**config.mk**
```make
export PLATFORM = sky130hd
export DESIGN_NAME = random_word_to_charset_char_core
export DESIGN_NICKNAME = d
export VERILOG_FILES = /design/src/hdl/rwcc_pkg.sv /design/src/hdl/rwcc_derive.sv /design/src/hdl/rwcc_div_pipe.sv /design/src/hdl/rwcc_char_map.sv /design/src/hdl/random_word_to_charset_char_core.sv
export SDC_FILE = /design/constraint.sdc
export NUM_CORES = 2
export LEC_CHECK = 0
export ABC_AREA = 1
export BUFFER_PORTS_ARGS = -buffer_cell sky130_fd_sc_hd__buf_4
export CELL_PAD_IN_SITES_DETAIL_PLACEMENT = 1
export CELL_PAD_IN_SITES_GLOBAL_PLACEMENT = 1
export CORE_ASPECT_RATIO = 0.8
export CORE_MARGIN = 10
export CORE_UTILIZATION = 40
export DETAILED_ROUTE_END_ITERATION = 12
export PLACE_DENSITY = 0.68
export SYNTH_ARGS = -nofsm -noshare
export SYNTH_HDL_FRONTEND = slang
export SYNTH_SLANG_ARGS = --single-unit
```
**constraint.sdc**
```tcl
create_clock -name clk -period 7.1 [get_ports clk]
set_input_delay 0.355 -clock clk [delete_from_list [all_inputs] [get_ports clk]]
set_output_delay 0.355 -clock clk [all_outputs]
set_load 0.005 [all_outputs]
```
**src/hdl/rwcc_pkg.sv**
```systemverilog
// Shared types, constants and helpers for the random word to charset character core.
// No dependencies; every other file in hdl/ imports this package.
package rwcc_pkg;

  localparam int RAND_W        = 64;
  localparam int WORD_BITS_DEF = 64;
  localparam int CHAR_W        = 7;
  localparam int IDX_W         = 7;
  localparam int MASK_W        = 4;

  localparam logic [MASK_W-1:0] MASK_RESET = 4'hF;

  // set_mask bit positions
  localparam int MASK_LOWER  = 0;
  localparam int MASK_UPPER  = 1;
  localparam int MASK_DIGIT  = 2;
  localparam int MASK_SYMBOL = 3;

  localparam logic [IDX_W-1:0] LOWER_COUNT  = 7'd26;
  localparam logic [IDX_W-1:0] UPPER_COUNT  = 7'd26;
  localparam logic [IDX_W-1:0] DIGIT_COUNT  = 7'd10;
  localparam logic [IDX_W-1:0] SYMBOL_COUNT = 7'd32;

  localparam logic [CHAR_W-1:0] CHAR_LOWER_A = 7'h61;  // 'a'
  localparam logic [CHAR_W-1:0] CHAR_UPPER_A = 7'h41;  // 'A'
  localparam logic [CHAR_W-1:0] CHAR_ZERO    = 7'h30;  // '0'
  localparam logic [CHAR_W-1:0] CHAR_FIRST   = 7'h21;  // '!'
  localparam logic [CHAR_W-1:0] CHAR_LAST    = 7'h7E;  // '~'

  typedef struct packed {
    logic [RAND_W-1:0] random_word;
    logic              last_in;
  } in_beat_t;

  typedef struct packed {
    logic [CHAR_W-1:0] character;
    logic              no_set_error;
    logic              last_out;
  } out_beat_t;

  // Registered configuration seen by the datapath
  typedef struct packed {
    logic [MASK_W-1:0] mask;
    logic [IDX_W-1:0]  size;
    logic              busy;
  } cfg_t;

  function automatic logic [IDX_W-1:0] set_size(input logic [MASK_W-1:0] mask);
    logic [IDX_W-1:0] n;
    n = '0;
    if (mask[MASK_LOWER])  n = n + LOWER_COUNT;
    if (mask[MASK_UPPER])  n = n + UPPER_COUNT;
    if (mask[MASK_DIGIT])  n = n + DIGIT_COUNT;
    if (mask[MASK_SYMBOL]) n = n + SYMBOL_COUNT;
    return n;
  endfunction

endpackage

```
**src/hdl/rwcc_derive.sv**
```systemverilog
// Holds set_mask and derives alphabet size, quantum and accept limit.
// Quantum = top / size via a bit-serial restoring divider; uses rwcc_pkg.
module rwcc_derive #(
  parameter int WORD_BITS = rwcc_pkg::WORD_BITS_DEF
) (
  input  logic                         clk,
  input  logic                         rst_n,
  input  logic                         cfg_we,
  input  logic [rwcc_pkg::MASK_W-1:0]  cfg_wdata,
  output rwcc_pkg::cfg_t               cfg,
  output logic [WORD_BITS-1:0]         quantum,
  output logic [WORD_BITS-1:0]         accept_limit
);
  import rwcc_pkg::*;

  localparam int CNT_W = $clog2(WORD_BITS);
  localparam logic [WORD_BITS-1:0] TOP = {WORD_BITS{1'b1}};
  localparam logic [CNT_W-1:0] CNT_LAST = CNT_W'(WORD_BITS - 1);

  logic [MASK_W-1:0]    mask_r;
  logic [IDX_W-1:0]     size_r;
  logic                 busy_r;
  logic [CNT_W-1:0]     cnt_r;
  logic [IDX_W-1:0]     rem_r;
  logic [WORD_BITS-1:0] quo_r;
  logic [WORD_BITS-1:0] quantum_r;
  logic [WORD_BITS-1:0] limit_r;

  logic [IDX_W:0]       rem_sh;
  logic                 ge;
  logic [IDX_W:0]       rem_diff;
  logic [IDX_W-1:0]     rem_nxt;
  logic [WORD_BITS-1:0] quo_nxt;
  logic [IDX_W-1:0]     wr_size;

  // dividend is all ones, so every step shifts in a one
  always_comb begin
    rem_sh   = {rem_r, 1'b1};
    ge       = rem_sh >= {1'b0, size_r};
    rem_diff = rem_sh - {1'b0, size_r};
    rem_nxt  = ge ? rem_diff[IDX_W-1:0] : rem_sh[IDX_W-1:0];
    quo_nxt  = {quo_r[WORD_BITS-2:0], ge};
    wr_size  = set_size(cfg_wdata);
  end

  always_ff @(posedge clk) begin
    if (!rst_n) begin
      mask_r <= MASK_RESET;
      size_r <= set_size(MASK_RESET);
      busy_r <= 1'b1;
      cnt_r  <= CNT_LAST;
      rem_r  <= '0;
      quo_r  <= '0;
    end else if (cfg_we) begin
      mask_r <= cfg_wdata;
      size_r <= wr_size;
      cnt_r  <= CNT_LAST;
      rem_r  <= '0;
      quo_r  <= '0;
      if (wr_size == '0) begin
        busy_r    <= 1'b0;
        quantum_r <= '0;
        limit_r   <= '0;
      end else begin
        busy_r <= 1'b1;
      end
    end else if (busy_r) begin
      rem_r <= rem_nxt;
      quo_r <= quo_nxt;
      cnt_r <= cnt_r - 1'b1;
      if (cnt_r == '0) begin
        busy_r    <= 1'b0;
        quantum_r <= quo_nxt;
        limit_r   <= TOP - {{(WORD_BITS-IDX_W){1'b0}}, rem_nxt};
      end
    end
  end

  assign cfg.mask     = mask_r;
  assign cfg.size     = size_r;
  assign cfg.busy     = busy_r;
  assign quantum      = quantum_r;
  assign accept_limit = limit_r;

endmodule

```
**src/hdl/rwcc_div_pipe.sv**
```systemverilog
// Pipelined index divider: word / quantum, one quotient bit per stage.
// Entry stage plus IDX_W divide stages, per-stage valid/ready; uses rwcc_pkg.
module rwcc_div_pipe #(
  parameter int WORD_BITS = rwcc_pkg::WORD_BITS_DEF
) (
  input  logic                        clk,
  input  logic                        rst_n,
  input  logic                        in_valid,
  output logic                        in_ready,
  input  logic [WORD_BITS-1:0]        word,
  input  logic                        last,
  input  logic [WORD_BITS-1:0]        quantum,
  input  logic [WORD_BITS-1:0]        accept_limit,
  input  logic [rwcc_pkg::IDX_W-1:0]  size,
  output logic                        out_valid,
  input  logic                        out_ready,
  output logic [rwcc_pkg::IDX_W-1:0]  out_quo,
  output logic                        out_over,
  output logic                        out_last,
  output logic                        out_err
);
  import rwcc_pkg::*;

  localparam int STEPS = IDX_W;
  localparam int EXT_W = WORD_BITS + IDX_W;

  logic                 v_r    [0:STEPS];
  logic                 rdy    [0:STEPS];
  logic [WORD_BITS-1:0] rem_r  [0:STEPS];
  logic [IDX_W-1:0]     q_r    [0:STEPS];
  logic                 over_r [0:STEPS];
  logic                 last_r [0:STEPS];
  logic                 err_r  [0:STEPS];

  for (genvar s = 0; s <= STEPS; s++) begin : g_rdy
    if (s == STEPS) begin : g_tail
      assign rdy[s] = !v_r[s] || out_ready;
    end else begin : g_mid
      assign rdy[s] = !v_r[s] || rdy[s+1];
    end
  end

  // entry stage: range check against the limit
  always_ff @(posedge clk) begin
    if (!rst_n) begin
      v_r[0] <= 1'b0;
    end else if (rdy[0]) begin
      v_r[0] <= in_valid;
    end
  end

  always_ff @(posedge clk) begin
    if (rdy[0] && in_valid) begin
      rem_r[0]  <= word;
      q_r[0]    <= '0;
      over_r[0] <= !(word < accept_limit);
      last_r[0] <= last;
      err_r[0]  <= (size == '0);
    end
  end

  // stage s resolves quotient bit STEPS-s; word < size*quantum keeps quotient in IDX_W bits
  for (genvar s = 1; s <= STEPS; s++) begin : g_stage
    logic [EXT_W-1:0]     dvs;
    logic [EXT_W-1:0]     num;
    logic [EXT_W-1:0]     diff;
    logic                 ge;
    logic [WORD_BITS-1:0] rem_nxt;
    logic [IDX_W-1:0]     q_nxt;

    always_comb begin
      dvs     = {{IDX_W{1'b0}}, quantum} << (STEPS - s);
      num     = {{IDX_W{1'b0}}, rem_r[s-1]};
      diff    = num - dvs;
      ge      = num >= dvs;
      rem_nxt = ge ? diff[WORD_BITS-1:0] : rem_r[s-1];
      q_nxt   = q_r[s-1];
      q_nxt[STEPS-s] = ge;
    end

    always_ff @(posedge clk) begin
      if (!rst_n) begin
        v_r[s] <= 1'b0;
      end else if (rdy[s]) begin
        v_r[s] <= v_r[s-1];
      end
    end

    always_ff @(posedge clk) begin
      if (rdy[s] && v_r[s-1]) begin
        rem_r[s]  <= rem_nxt;
        q_r[s]    <= q_nxt;
        over_r[s] <= over_r[s-1];
        last_r[s] <= last_r[s-1];
        err_r[s]  <= err_r[s-1];
      end
    end
  end

  assign in_ready  = rdy[0];
  assign out_valid = v_r[STEPS];
  assign out_quo   = q_r[STEPS];
  assign out_over  = over_r[STEPS];
  assign out_last  = last_r[STEPS];
  assign out_err   = err_r[STEPS];

endmodule

```
**src/hdl/rwcc_char_map.sv**
```systemverilog
// Output stage: maps the alphabet index to ASCII and holds the result beat.
// Depends on rwcc_pkg for the beat type and character set constants.
module rwcc_char_map (
  input  logic                         clk,
  input  logic                         rst_n,
  input  logic                         in_valid,
  output logic                         in_ready,
  input  logic [rwcc_pkg::IDX_W-1:0]   quo,
  input  logic                         over,
  input  logic                         last,
  input  logic                         err,
  input  logic [rwcc_pkg::MASK_W-1:0]  mask,
  input  logic [rwcc_pkg::IDX_W-1:0]   size,
  output logic                         out_valid,
  input  logic                         out_ready,
  output rwcc_pkg::out_beat_t          out_data
);
  import rwcc_pkg::*;

  localparam int SYM_N = 32;
  localparam logic [CHAR_W-1:0] SYMBOLS [0:SYM_N-1] = '{
    7'h21, 7'h22, 7'h23, 7'h24, 7'h25, 7'h26, 7'h27, 7'h28, 7'h29, 7'h2A,
    7'h2B, 7'h2C, 7'h2D, 7'h2E, 7'h2F, 7'h3A, 7'h3B, 7'h3C, 7'h3D, 7'h3E,
    7'h3F, 7'h40, 7'h5B, 7'h5C, 7'h5D, 7'h5E, 7'h5F, 7'h60, 7'h7B, 7'h7C,
    7'h7D, 7'h7E
  };

  function automatic logic [CHAR_W-1:0] alphabet_at(input logic [IDX_W-1:0] idx_in,
                                                     input logic [MASK_W-1:0] m);
    logic [IDX_W-1:0]  idx;
    logic [CHAR_W-1:0] ch;
    logic              done;
    idx  = idx_in;
    ch   = '0;
    done = 1'b0;
    if (m[MASK_LOWER]) begin
      if (idx < LOWER_COUNT) begin
        ch   = CHAR_LOWER_A + idx;
        done = 1'b1;
      end else begin
        idx = idx - LOWER_COUNT;
      end
    end
    if (!done && m[MASK_UPPER]) begin
      if (idx < UPPER_COUNT) begin
        ch   = CHAR_UPPER_A + idx;
        done = 1'b1;
      end else begin
        idx = idx - UPPER_COUNT;
      end
    end
    if (!done && m[MASK_DIGIT]) begin
      if (idx < DIGIT_COUNT) begin
        ch   = CHAR_ZERO + idx;
        done = 1'b1;
      end else begin
        idx = idx - DIGIT_COUNT;
      end
    end
    if (!done && m[MASK_SYMBOL] && idx < SYMBOL_COUNT) begin
      ch = SYMBOLS[idx[4:0]];
    end
    return ch;
  endfunction

  logic             valid_r;
  out_beat_t        data_r;
  out_beat_t        data_nxt;
  logic [IDX_W-1:0] idx;

  // at or above the limit, or with an index past the alphabet: last alphabet entry
  always_comb begin
    idx = (over || quo >= size) ? size - 1'b1 : quo;
    data_nxt.character    = err ? '0 : alphabet_at(idx, mask);
    data_nxt.no_set_error = err;
    data_nxt.last_out     = last;
  end

  assign in_ready = !valid_r || out_ready;

  always_ff @(posedge clk) begin
    if (!rst_n) begin
      valid_r <= 1'b0;
    end else if (in_ready) begin
      valid_r <= in_valid;
    end
  end

  always_ff @(posedge clk) begin
    if (in_ready && in_valid) begin
      data_r <= data_nxt;
    end
  end

  assign out_valid = valid_r;
  assign out_data  = data_r;

endmodule

```
**src/hdl/random_word_to_charset_char_core.sv**
```systemverilog
// Pipeline: 9 register stages (entry, 7 divide stages, output) from an accepted in_ beat
// to out_valid. Throughput: one beat per cycle unless out_ready or a derivation stalls it;
// each divide stage resolves one index bit with one wide subtract.
// After reset and after each cfg_we with a nonempty mask, quantum/limit are derived serially:
// in_ready stays low until the derivation ends. An empty mask needs no derivation.
// Reset is synchronous (rst_n low): set_mask returns to all four sets, pipeline empties.
module random_word_to_charset_char_core #(
  parameter int WORD_BITS = rwcc_pkg::WORD_BITS_DEF
) (
  input  logic                         clk,
  input  logic                         rst_n,
  input  logic                         in_valid,
  output logic                         in_ready,
  input  rwcc_pkg::in_beat_t           in_data,
  output logic                         out_valid,
  input  logic                         out_ready,
  output rwcc_pkg::out_beat_t          out_data,
  input  logic                         cfg_we,
  input  logic [rwcc_pkg::MASK_W-1:0]  cfg_wdata
);
  import rwcc_pkg::*;

  cfg_t                 cfg;
  logic [WORD_BITS-1:0] quantum;
  logic [WORD_BITS-1:0] accept_limit;
  logic                 div_in_ready;
  logic                 div_valid;
  logic                 map_ready;
  logic [IDX_W-1:0]     div_quo;
  logic                 div_over;
  logic                 div_last;
  logic                 div_err;

  rwcc_derive #(.WORD_BITS(WORD_BITS)) u_derive (
    .clk          (clk),
    .rst_n        (rst_n),
    .cfg_we       (cfg_we),
    .cfg_wdata    (cfg_wdata),
    .cfg          (cfg),
    .quantum      (quantum),
    .accept_limit (accept_limit)
  );

  assign in_ready = div_in_ready && !cfg.busy;

  rwcc_div_pipe #(.WORD_BITS(WORD_BITS)) u_div (
    .clk          (clk),
    .rst_n        (rst_n),
    .in_valid     (in_valid && !cfg.busy),
    .in_ready     (div_in_ready),
    .word         (in_data.random_word[WORD_BITS-1:0]),
    .last         (in_data.last_in),
    .quantum      (quantum),
    .accept_limit (accept_limit),
    .size         (cfg.size),
    .out_valid    (div_valid),
    .out_ready    (map_ready),
    .out_quo      (div_quo),
    .out_over     (div_over),
    .out_last     (div_last),
    .out_err      (div_err)
  );

  rwcc_char_map u_map (
    .clk       (clk),
    .rst_n     (rst_n),
    .in_valid  (div_valid),
    .in_ready  (map_ready),
    .quo       (div_quo),
    .over      (div_over),
    .last      (div_last),
    .err       (div_err),
    .mask      (cfg.mask),
    .size      (cfg.size),
    .out_valid (out_valid),
    .out_ready (out_ready),
    .out_data  (out_data)
  );

  a_busy_blocks_input: assert property (@(posedge clk) disable iff (!rst_n)
    cfg.busy |-> !in_ready)
    else $error("input accepted while quantum derivation runs");

  a_cfg_starts_derive: assert property (@(posedge clk) disable iff (!rst_n)
    (cfg_we && cfg_wdata != '0) |=> !in_ready)
    else $error("no derivation after nonempty mask write");

  a_err_zero_char: assert property (@(posedge clk) disable iff (!rst_n)
    (out_valid && out_data.no_set_error) |-> (out_data.character == '0))
    else $error("character nonzero with empty set mask");

  a_char_printable: assert property (@(posedge clk) disable iff (!rst_n)
    (out_valid && !out_data.no_set_error) |->
      (out_data.character >= CHAR_FIRST && out_data.character <= CHAR_LAST))
    else $error("character outside printable range");

endmodule

```
==> reports/results.ini <==
[global_route]
grt_max_degree = 114
overflow = 0
antenna_found_initial = 3
grtUsageTotal_pct = 23.4
grt_pass1_vias = 45700
grt_pass1_wl_mm = 263

[die]
core_area_um2 = 126000
dieArea_um2 = 142000
die_y_um = 339
rows = 116
io_pins = 85
die_w_um = 418
start_util_pct = 40.4

[setup_path]
r2r_slack_ps = 1760
crit_path_end_kind = register
worstPathRequired_ps = 7460
critPathLaunchType = register
cpMostUsedCell = nand2_1
cpPeakStageDelay_ps = 780
crit_chain = fa_1 > inv_1 > nand3_1 > nand2_1 > a21oi_1 > o21bai_1 > nand2_1 > nand2_1 > nand2_1 > nand2_1 > a21boi_0 > o21ai_2 > a21boi_1 > o21ai_2 > nand3_1 > nand3_1 > buf_4 > inv_2 > buf_4 > o21ai_0
worstSetupPathType = register to register
critPathBufInv = 4
r2r_start = u_derive.quantum[1]
crit_path_max_fanout = 65
ff2ff_path_depth = 20
path_delay_family = compound AO/OA/AOI/OAI gates
reg2reg_to = u_div.rem_r[2][80]
cp_slowest_cell = edfxtp_1
critPathArrivalTime_ps = 5690

[run]
max_cap_violations = 0

[logic_synthesis]
synth_ff_type = edfxtp_1
synth.most_common_cell = nand2_1
ys_ff_latch = 676
async_flop_share_pct = 0
netlist_area_um2 = 50700
synth-edff-count = 587
syn_inst = 6264
yosysUniqueCellTypes = 70
yosys.area.top_type_share_pct = 34.7
synth_area_leader_cell = edfxtp_1
synth_common_cells = 1143 x nand2_1, 745 x inv_1, 719 x a21oi_1
synth_fp_nets = 6866
yosysWarnings = 0
ys_top_cells_by_area = edfxtp_1 35%, ha_1 13%, nand2_1 8.5%
ys_seq_area_share_pct = 38.3
avgSynthCellArea_um2 = 8.10

[power]
clockPowerShare_pct = 40.9
pwr-share-comb_pct = 15.3
swShare_pct = 27.5
power_leakage_nw = 23.4
p_sw_mw = 2.75
seq_power_share_pct = 43.8
intPower_mw = 7.23
vdd_drop_max_mv = 0.181
total_power_mw = 9.98
power.density_nw_per_um2 = 176

[timing]
drv_slew = 0
hold_viol_final = 0
tns_ps = 0
period_share_pct = 75.1
rsz0062_at_grt = no
max_freq_mhz = 187
fin_crit_ps = 5340
worst_slew_pin_slew_ps = 1430
slew_headroom_pct = 3.79
clock-skew-final_ps = 28.6
setup_viol = 0

[detailed_routing]
first_iter_violations = 2716
ant_nets = 0
drc_errors = 0
wire_per_inst_um = 20.9
post_drt_via_cell_ratio = 5.47
dr.pass1.iters = 5
dr_total_vias = 44500
wl_mm = 171

[clock_network]
cts_buffers = 79
cts_hold_buf = 70
cts_setup_buffers = 0
clkLatencyLatePin_ps = 680
cts_resized = 0
htree_levels = 3
clk_pin_slew_ps = 60
clock_sinks = 676
cts_root_buf = clkbuf_16
tritoncts = yes
clock_path_buffers = 3

[finish]
regArea_um2 = 19400
final_nets = 7033
syn2layout_area_growth_pct = 11.6
multi_input_area_um2 = 28100
fin_util_pct = 45.1
num-fill-cells = 15100
layout-drive-gt1-share_pct = 5.98

[placement]
port_buffers = 84
hpwl_mm = 140
gp_congestion = 0.956

[hold_path]
holdPathStages = 3
worstHoldEndpoint = u_derive.mask_r[0]
min-delay-start = cfg_wdata[0]
holdCritPathClass = primary input to register

[outcome]
run_status = finished, final reports clean

==> worst min-delay path, delay by kind of cell <==
family | cells | cell delay [ps]
buffers and inverters | 2 | 250
AOI/OAI and AO/OA | 1 | 100
==> per-layer routing <==
metal | share of wire (%) | track usage, % | up-vias
met3 | 3.9 | 2.99 | 175
met2 | 43 | 36.2 | 772
li1 | - | - | 22000
met1 | 51 | 34.4 | 21600
met5 | 0 | 0 | -
met4 | 2.3 | 5.25 | 0
==> worst max path at each step <==
| stage | startpoint | to | depth (start not counted) |
|---|---|---|---|
| 2_1_floorplan | out_ready | u_div.err_r[0][0] | 14 |
| 3_3_place_gp | u_derive.quantum[3] | u_div.rem_r[2][80] | 20 |
| 3_5_place_dp | u_derive.quantum[1] | u_div.rem_r[2][80] | 20 |
| 4_1_cts | u_derive.quantum[1] | u_div.rem_r[2][80] | 20 |
| 5_1_grt | u_derive.quantum[1] | u_div.rem_r[2][80] | 20 |
| 6_report | u_derive.quantum[1] | u_div.rem_r[2][80] | 20 |
==> power by group through the flow <==
stage	logic, mW	registers (mW)	clock network, mW
detailed placement	1.48	4.46	0
global route	1.71	4.38	4.34
global placement	1.45	4.46	0
CTS	1.52	4.38	4.19
floorplan	1.08	4.44	0
finish	1.52	4.38	4.08
==> registers in the layout, indices dropped and copies added (netlist names) <==
| register | cells |
|---|---|
| u_derive.quo_r | 63 |
| u_derive.accept_limit | 7 |
| u_derive.quantum | 64 |
| u_derive.cnt_r | 6 |
| u_div.err_r | 8 |
| u_derive.busy_r | 1 |
| u_map.out_data | 9 |
| u_div.over_r | 8 |
| u_div.rem_r | 448 |
| u_derive.size_r | 6 |
| u_map.out_valid | 1 |
| u_div.last_r | 8 |
| u_div.q_r | 28 |
| u_derive.mask_r | 4 |
| u_div.v_r | 8 |
| u_derive.rem_r | 7 |
==> cell type report <==
class / instances / area share [%]
antenna: 2 / 0.00884
clock buffer: 108 / 3.90
clock inverter: 35 / 0.577
inverter: 755 / 5.03
multi-input combinational: 4721 / 49.6
sequential: 676 / 34.3
tap: 1652 / 3.65
timing repair buffer: 198 / 2.98
==> metrics by stage <==
stage	std cells	hold slack, ps	setup slack [ps]	area (µm²)
2_1_floorplan	6264	400	912	50700
6_report	8147	90.2	1760	56600
4_1_cts	8145	33.8	1870	56600
3_5_place_dp	7932	406	1880	53400
3_3_place_gp	7932	403	2000	53400
5_1_grt	8145	77.8	1340	56600
==> placed cells by master, fill, tap and decap left out, types with 23 or more instances in the layout <==
cell type and instances:
ha_1 520, o221ai_1 23, inv_1 737, a21o_1 32, clkbuf_16 82, a31oi_1 89
dfxtp_1 88, buf_4 126, nand4_1 51, nor4_1 30, dlygate4sd3_1 70, nor3_1 54
o21ai_0 542, edfxtp_1 587, nand3_1 163, or2_2 41, nand2_1 1143, xnor2_1 186
nor2_1 642, o21ai_1 54, a21oi_1 718, o21a_1 60, xor2_1 119
==> cell families (layout without fill, tap and decap cells) <==
group           after synthesis  after routing  synth area share [%]
compound gates             1682           1682                  18.4
flops                       676            676                  38.3
xor+xnor                    306            306                  5.32
other cells                   0              2                     0
buf+inv                     867           1096                  6.59
simple gates               2205           2205                  18.3
fa+ha+maj                   528            528                  13.1
(Power assumes the default switching activity.)
